`src/sv/text_cell_buffer_blitter_core_assert.svh`:
```
// Assertion macros for the text cell blitter core.
// Used by the top level only; no other dependencies.
`ifndef TEXT_CELL_BUFFER_BLITTER_CORE_ASSERT_SVH
`define TEXT_CELL_BUFFER_BLITTER_CORE_ASSERT_SVH

// Same-cycle implication, disabled while in reset.
`define TCB_ASSERT_NOW(label, clk, rst_n, ante, cons, msg) \
  label: assert property (@(posedge clk) disable iff (!rst_n) (ante) |-> (cons)) \
    else $error(msg);

// Next-cycle implication, disabled while in reset.
`define TCB_ASSERT_NEXT(label, clk, rst_n, ante, cons, msg) \
  label: assert property (@(posedge clk) disable iff (!rst_n) (ante) |=> (cons)) \
    else $error(msg);

`endif

```
`src/sv/tcb_pkg.sv`:
```
// Shared types, constants and glyph tables of the text cell blitter.
// No dependencies.
`timescale 1ns / 1ps

package tcb_pkg;

  // signed working width for coordinates and region edges
  localparam int SW = 13;
  typedef logic signed [SW-1:0] sval_t;

  localparam int CFG_IDX_W = 1;
  localparam logic [CFG_IDX_W-1:0] REG_COLUMNS = 1'd0;
  localparam logic [CFG_IDX_W-1:0] REG_ROWS    = 1'd1;

  localparam logic [7:0] COLUMNS_RESET = 8'd80;
  localparam logic [6:0] ROWS_RESET    = 7'd24;

  typedef enum logic [2:0] {
    OP_PUT, OP_CP437, OP_FILL, OP_COPY, OP_VSCROLL, OP_HSCROLL, OP_READ, OP_UNUSED
  } op_t;

  // kind of work done by one region pass
  typedef enum logic [1:0] {K_NONE, K_FILL, K_BLIT, K_READ} kind_t;

  typedef struct packed {
    logic [2:0]        opcode;
    logic signed [9:0] pos_x;
    logic signed [9:0] pos_y;
    logic signed [9:0] area_w;
    logic signed [9:0] area_h;
    logic              whole_screen;
    logic signed [9:0] dest_x;
    logic signed [9:0] dest_y;
    logic signed [9:0] shift;
    logic [15:0]       char_code;
    logic [7:0]        fg_color;
    logic [7:0]        bg_color;
  } tcb_in_t;

  // controller -> datapath
  typedef struct packed {
    logic latch_cmd;
    logic prep;
    logic load;
    logic pass;
    logic fill_we;
    logic blit_rd;
    logic blit_wr;
    logic rd;
    logic clr_we;
    logic step;
    logic emit;
  } tcb_cmd_t;

  // datapath -> controller
  typedef struct packed {
    kind_t kind;
    logic  ne;
    logic  last;
    logic  clr_last;
  } tcb_sts_t;

  localparam logic [15:0] LOW_GLYPHS [32] = '{
    16'h0020, 16'h263a, 16'h263b, 16'h2665, 16'h2666, 16'h2663, 16'h2660, 16'h2022,
    16'h25d8, 16'h25cb, 16'h25d9, 16'h2642, 16'h2640, 16'h266a, 16'h266b, 16'h263c,
    16'h25ba, 16'h25c4, 16'h2195, 16'h203c, 16'h00b6, 16'h00a7, 16'h25ac, 16'h21a8,
    16'h2191, 16'h2193, 16'h2192, 16'h2190, 16'h221f, 16'h2194, 16'h25b2, 16'h25bc
  };

  localparam logic [15:0] HIGH_GLYPHS [129] = '{
    16'h2302,
    16'h00c7, 16'h00fc, 16'h00e9, 16'h00e2, 16'h00e4, 16'h00e0, 16'h00e5, 16'h00e7,
    16'h00ea, 16'h00eb, 16'h00e8, 16'h00ef, 16'h00ee, 16'h00ec, 16'h00c4, 16'h00c5,
    16'h00c9, 16'h00e6, 16'h00c6, 16'h00f4, 16'h00f6, 16'h00f2, 16'h00fb, 16'h00f9,
    16'h00ff, 16'h00d6, 16'h00dc, 16'h00a2, 16'h00a3, 16'h00a5, 16'h20a7, 16'h0192,
    16'h00e1, 16'h00ed, 16'h00f3, 16'h00fa, 16'h00f1, 16'h00d1, 16'h00aa, 16'h00ba,
    16'h00bf, 16'h2310, 16'h00ac, 16'h00bd, 16'h00bc, 16'h00a1, 16'h00ab, 16'h00bb,
    16'h2591, 16'h2592, 16'h2593, 16'h2502, 16'h2524, 16'h2561, 16'h2562, 16'h2556,
    16'h2555, 16'h2563, 16'h2551, 16'h2557, 16'h255d, 16'h255c, 16'h255b, 16'h2510,
    16'h2514, 16'h2534, 16'h252c, 16'h251c, 16'h2500, 16'h253c, 16'h255e, 16'h255f,
    16'h255a, 16'h2554, 16'h2569, 16'h2566, 16'h2560, 16'h2550, 16'h256c, 16'h2567,
    16'h2568, 16'h2564, 16'h2565, 16'h2559, 16'h2558, 16'h2552, 16'h2553, 16'h256b,
    16'h256a, 16'h2518, 16'h250c, 16'h2588, 16'h2584, 16'h258c, 16'h2590, 16'h2580,
    16'h03b1, 16'h00df, 16'h0393, 16'h03c0, 16'h03a3, 16'h03c3, 16'h00b5, 16'h03c4,
    16'h03a6, 16'h0398, 16'h03a9, 16'h03b4, 16'h221e, 16'h03c6, 16'h03b5, 16'h2229,
    16'h2261, 16'h00b1, 16'h2265, 16'h2264, 16'h2320, 16'h2321, 16'h00f7, 16'h2248,
    16'h00b0, 16'h2219, 16'h00b7, 16'h221a, 16'h207f, 16'h00b2, 16'h25a0, 16'h00a0
  };

  // CP437 byte to its glyph code point
  function automatic logic [15:0] cp437_glyph(input logic [7:0] code);
    logic [15:0] g;
    if (code < 8'd32) g = LOW_GLYPHS[code[4:0]];
    else if (code < 8'd127) g = {8'h00, code};
    else g = HIGH_GLYPHS[8'(code - 8'd127)];
    return g;
  endfunction

  // cell layout: bg | fg | char
  function automatic logic [31:0] pack_cell(input logic [15:0] ch, input logic [7:0] fg,
                                            input logic [7:0] bg);
    return {bg, fg, ch};
  endfunction

  function automatic sval_t sx10(input logic [9:0] v);
    return {{(SW-10){v[9]}}, v};
  endfunction

endpackage

```
`src/sv/tcb_ctrl.sv`:
```
// Controller: sequences clear pass, command setup, region passes and result.
// Depends on tcb_pkg.
`timescale 1ns / 1ps

module tcb_ctrl
  import tcb_pkg::*;
(
  input  logic     clk,
  input  logic     rst_n,
  input  logic     in_valid,
  output logic     in_ready,
  input  logic     out_ready,
  output logic     out_valid,
  input  tcb_sts_t sts,
  output tcb_cmd_t cmd
);

  typedef enum logic [3:0] {
    ST_CLEAR, ST_IDLE, ST_PREP, ST_LOAD, ST_DISP, ST_FILL,
    ST_BRD, ST_BWR, ST_RRD, ST_ADV, ST_DONE
  } state_t;

  state_t state_r, state_nxt;
  logic   pass_r, pass_nxt;
  logic   out_valid_r, out_valid_nxt;

  always_comb begin
    state_nxt     = state_r;
    pass_nxt      = pass_r;
    out_valid_nxt = out_valid_r && !out_ready;
    cmd           = '0;
    cmd.pass      = pass_r;
    in_ready      = 1'b0;
    case (state_r)
      ST_CLEAR: begin
        cmd.clr_we = 1'b1;
        if (sts.clr_last) state_nxt = ST_IDLE;
      end
      ST_IDLE: begin
        in_ready = 1'b1;
        if (in_valid) begin
          cmd.latch_cmd = 1'b1;
          pass_nxt      = 1'b0;
          state_nxt     = ST_PREP;
        end
      end
      ST_PREP: begin
        cmd.prep  = 1'b1;
        state_nxt = ST_LOAD;
      end
      ST_LOAD: begin
        cmd.load  = 1'b1;
        state_nxt = ST_DISP;
      end
      ST_DISP: begin
        case (sts.kind)
          K_FILL:  state_nxt = sts.ne ? ST_FILL : ST_ADV;
          K_BLIT:  state_nxt = sts.ne ? ST_BRD : ST_ADV;
          K_READ:  state_nxt = sts.ne ? ST_RRD : ST_ADV;
          default: state_nxt = ST_ADV;
        endcase
      end
      ST_FILL: begin
        cmd.fill_we = 1'b1;
        cmd.step    = 1'b1;
        if (sts.last) state_nxt = ST_ADV;
      end
      ST_BRD: begin
        cmd.blit_rd = 1'b1;
        state_nxt   = ST_BWR;
      end
      ST_BWR: begin
        cmd.blit_wr = 1'b1;
        cmd.step    = 1'b1;
        state_nxt   = sts.last ? ST_ADV : ST_BRD;
      end
      ST_RRD: begin
        cmd.rd    = 1'b1;
        state_nxt = ST_ADV;
      end
      ST_ADV: begin
        if (pass_r) state_nxt = ST_DONE;
        else begin
          pass_nxt  = 1'b1;
          state_nxt = ST_LOAD;
        end
      end
      ST_DONE: begin
        if (!out_valid_r || out_ready) begin
          cmd.emit      = 1'b1;
          out_valid_nxt = 1'b1;
          state_nxt     = ST_IDLE;
        end
      end
      default: state_nxt = ST_IDLE;
    endcase
  end

  // state and registered outputs
  always_ff @(posedge clk) begin
    if (!rst_n) begin
      state_r     <= ST_CLEAR;
      pass_r      <= 1'b0;
      out_valid_r <= 1'b0;
    end else begin
      state_r     <= state_nxt;
      pass_r      <= pass_nxt;
      out_valid_r <= out_valid_nxt;
    end
  end

  assign out_valid = out_valid_r;

endmodule

```
`config.mk`:
```
export PLATFORM = sky130hd
export DESIGN_NAME = tcb_ctrl
export DESIGN_NICKNAME = d
export VERILOG_FILES = /design/src/sv/text_cell_buffer_blitter_core_assert.svh /design/src/sv/tcb_pkg.sv /design/src/sv/tcb_ctrl.sv
export SDC_FILE = /design/constraint.sdc
export NUM_CORES = 1
export LEC_CHECK = 0
export ABC_AREA = 1
export BUFFER_PORTS_ARGS = -buffer_cell sky130_fd_sc_hd__buf_4
export CELL_PAD_IN_SITES_DETAIL_PLACEMENT = 1
export CELL_PAD_IN_SITES_GLOBAL_PLACEMENT = 1
export CORE_MARGIN = 3
export CORE_UTILIZATION = 28
export DETAILED_ROUTE_END_ITERATION = 16
export GPL_TIMING_DRIVEN = 0
export PLACE_DENSITY = 0.81
export SLEW_MARGIN = 20
export SYNTH_ARGS = -nofsm -noshare
export SYNTH_HDL_FRONTEND = slang
export SYNTH_SLANG_ARGS = --single-unit
```
`constraint.sdc`:
```
create_clock -name clk -period 1.4 [get_ports clk]
set_input_delay 0.35 -clock clk [delete_from_list [all_inputs] [get_ports clk]]
set_output_delay 0.35 -clock clk [all_outputs]
set_load 0.02 [all_outputs]
```
==> flow_summary.toml <==
[run_status]
outcome = "complete, but fails checks"
violations = "setup timing"

[cts]
clk-insertion-delay-late_ns = 0.25
cts_buffers = 3
clock_sinks = 6
cts.path.max_buffers = 2
clkTransAtPathRegs_ns = 0.05
cts.hold.buffers_added = 0
cts_root_buf = "clkbuf_4"
h-tree-depth = 1
cts_tree = "yes"

[sta]
setup_viol = 10
skew_ns = 0.00800
tightestPinTransition_ns = 0.305
rsz0062_at_grt = "true"
setup_ws_ns = -0.0877
finalMaxSlewViolations = 0
max_freq_mhz = 672
slew_headroom = 0.796
post-route-period-util = 1.06
period_minus_slack_ns = 1.49
hold_viol = 0

[logic_synthesis]
ys_ff_latch = 6
synth.yosys.seq_area_share = 0.228
syn_nets = 109
ys_warn_count = 0
synth_area_per_cell_um2 = 5.27
synth_cells = 100
syn_area_um2 = 527
synth_cell_types = 16

[cells_and_area]
fin_cells = 154
final_area_um2 = 910
fin_nets = 140
antenna_cells = 0
syn_to_final_growth_pct = 72.7
drive_gt1_frac = 0.465

[die]
core_um2 = 1750
std_cell_rows = 15
die-height_um = 49.4
pin_count = 22
dieArea_um2 = 2440
die_x_um = 49.4
initial_core_util = 0.302

[critical_path]
crit_slowest_cell = "dfxtp_4"
crit_required_ns = 1.05
worst_setup_path_start_kind = "flip-flop"
path_class = "flip-flop to primary output"
max_stage_delay_ns = 0.37
cp_top_family = "flip-flops"
worstRegToRegCells = 10
cp_cell_sequence = "inv_2, nand2_4, nor3_4, buf_6"
crit_arrival_ns = 1.14
crit_cells = 4
cp_max_fo = 6
endpoint_kind = "primary output"
path_buf_inv = 2

[place]
dp_slack_ns = 0.0274
portBuffers = 21
dpl.hpwl_mm = 1.48
placed_cell_area_um2 = 721
dp.cells = 146
gp_routability_congestion = 0.760

[drt]
firstDrtPassIters = 3
drc = 0
vias = 713
wl_per_cell_um = 13.3
first_iter_violations = 1
final_antenna_net_count = 0
wl_mm = 2.04
viasPerCell = 4.63

[flow_run]
max_cap_viol_count = 0

[worst_hold_path]
hold_class = "primary input to flip-flop"
min_path_cells = 3

[power_and_ir_drop]
leakage_nw = 0.463
cellPowerDensity_nw_per_um2 = 1350
ir_worst_vdd_mv = 0.754
total_power_mw = 1.22

[global_route]
grt_pass1_vias = 697
grt_max_degree = 8
grt_use_total = 0.163
antenna_found_initial = 0
grt_pass1_wl_mm = 3.01
gr-total-overflow = 0
==> repair_timing <==
action / 4_1_cts / 5_1_grt
pin swaps: 5 / 9
resized for setup: 22 / 20
endpoints found under the setup margin: 11 / 12
setup buffers: 1 / 4
==> metal layers <==
layer	GRT usage	wire length, µm	vias to the layer above
met5	0	0	-
li1	-	-	363
met1	0.169	857	330
met4	0.0691	36	0
met2	0.315	1090	15
met3	0.0275	56	5
==> cell usage after synthesis, drive strengths merged <==
master  number  area [µm²]
o21ai        3        15.0
dfxtp        6         120
buf          1        7.51
nand3        3        15.0
nand2       30         123
a21oi        2        10.0
nor2        29         124
nand4        3        18.8
inv         19        71.3
nand3b       1        7.51
nor3         3        15.0
==> cell families (layout without fill, tap and decap cells) <==
family | count (synthesis) | in the layout | share of synthesized area
buf+inv | 20 | 49 | 0.150
compound gates | 5 | 5 | 0.0475
flops | 6 | 6 | 0.228
simple gates | 69 | 69 | 0.575
==> path summary, 6_finish.rpt <==
kind                                              start  slack, ns                      end
worst min-delay path                              rst_n       0.31  state_r[2]$_SDFFE_PN0P_
worst max register to register  state_r[0]$_SDFFE_PN0P_      -0.01  state_r[0]$_SDFFE_PN0P_
worst min register to register  state_r[0]$_SDFFE_PN0P_       0.60  state_r[0]$_SDFFE_PN0P_
worst max-delay path            state_r[1]$_SDFFE_PN0P_      -0.09                  cmd[10]
==> where the power goes <==
group / internal (mW) / switching, mW / leakage [nW] / total (mW)
clock: 0.0978 / 0.0744 / 0.0138 / 0.172
combinational: 0.320 / 0.443 / 0.398 / 0.763
sequential: 0.213 / 0.0767 / 0.0516 / 0.289
total: 0.630 / 0.594 / 0.463 / 1.22
==> per-stage QoR <==
| stage | util | TNS [ns] | hold slack [ns] |
|---|---|---|---|
| 3_5_place_dp | 0.413 | 0 | 0.571 |
| 5_1_grt | 0.521 | -1.22 | 0.318 |
| 6_report | 0.521 | -0.359 | 0.313 |
| 4_1_cts | 0.471 | -0.338 | 0.315 |
| 3_3_place_gp | 0.413 | 0 | 0.562 |
| 2_1_floorplan | - | 0 | 0.448 |
==> layout by cell type, fill, tap and decap left out, drive strengths merged <==
master | synthesis | layout
a21oi | 2 | 2
buf | 1 | 27
clkbuf | 0 | 3
dfxtp | 6 | 6
inv | 19 | 19
nand2 | 30 | 30
nand3 | 3 | 3
nand3b | 1 | 1
nand4 | 3 | 3
nor2 | 29 | 29
nor3 | 3 | 3
o21ai | 3 | 3
==> worst min-delay path, delay by kind of cell <==
kind / cells / cell delay, ns
AND/OR/NAND/NOR: 1 / 0.05
buffers and inverters: 2 / 0.13
==> flip-flops by register name (all words and copies together), names as in the netlist <==
signal / flops
pass_r: 1
state_r: 4
out_valid: 1
==> layout make-up <==
| cell class | count | area [µm²] |
|---|---|---|
| flip-flops and latches | 6 | 135 |
| plain buffers | 1 | 7.51 |
| repair buffers | 26 | 221 |
| clock buffers | 3 | 22.5 |
| fillers | 254 | 836 |
| inverters | 19 | 81.3 |
| multi-input cells | 74 | 410 |
| well taps | 25 | 31.3 |
Note: power is estimated with default switching activity, not from simulation.
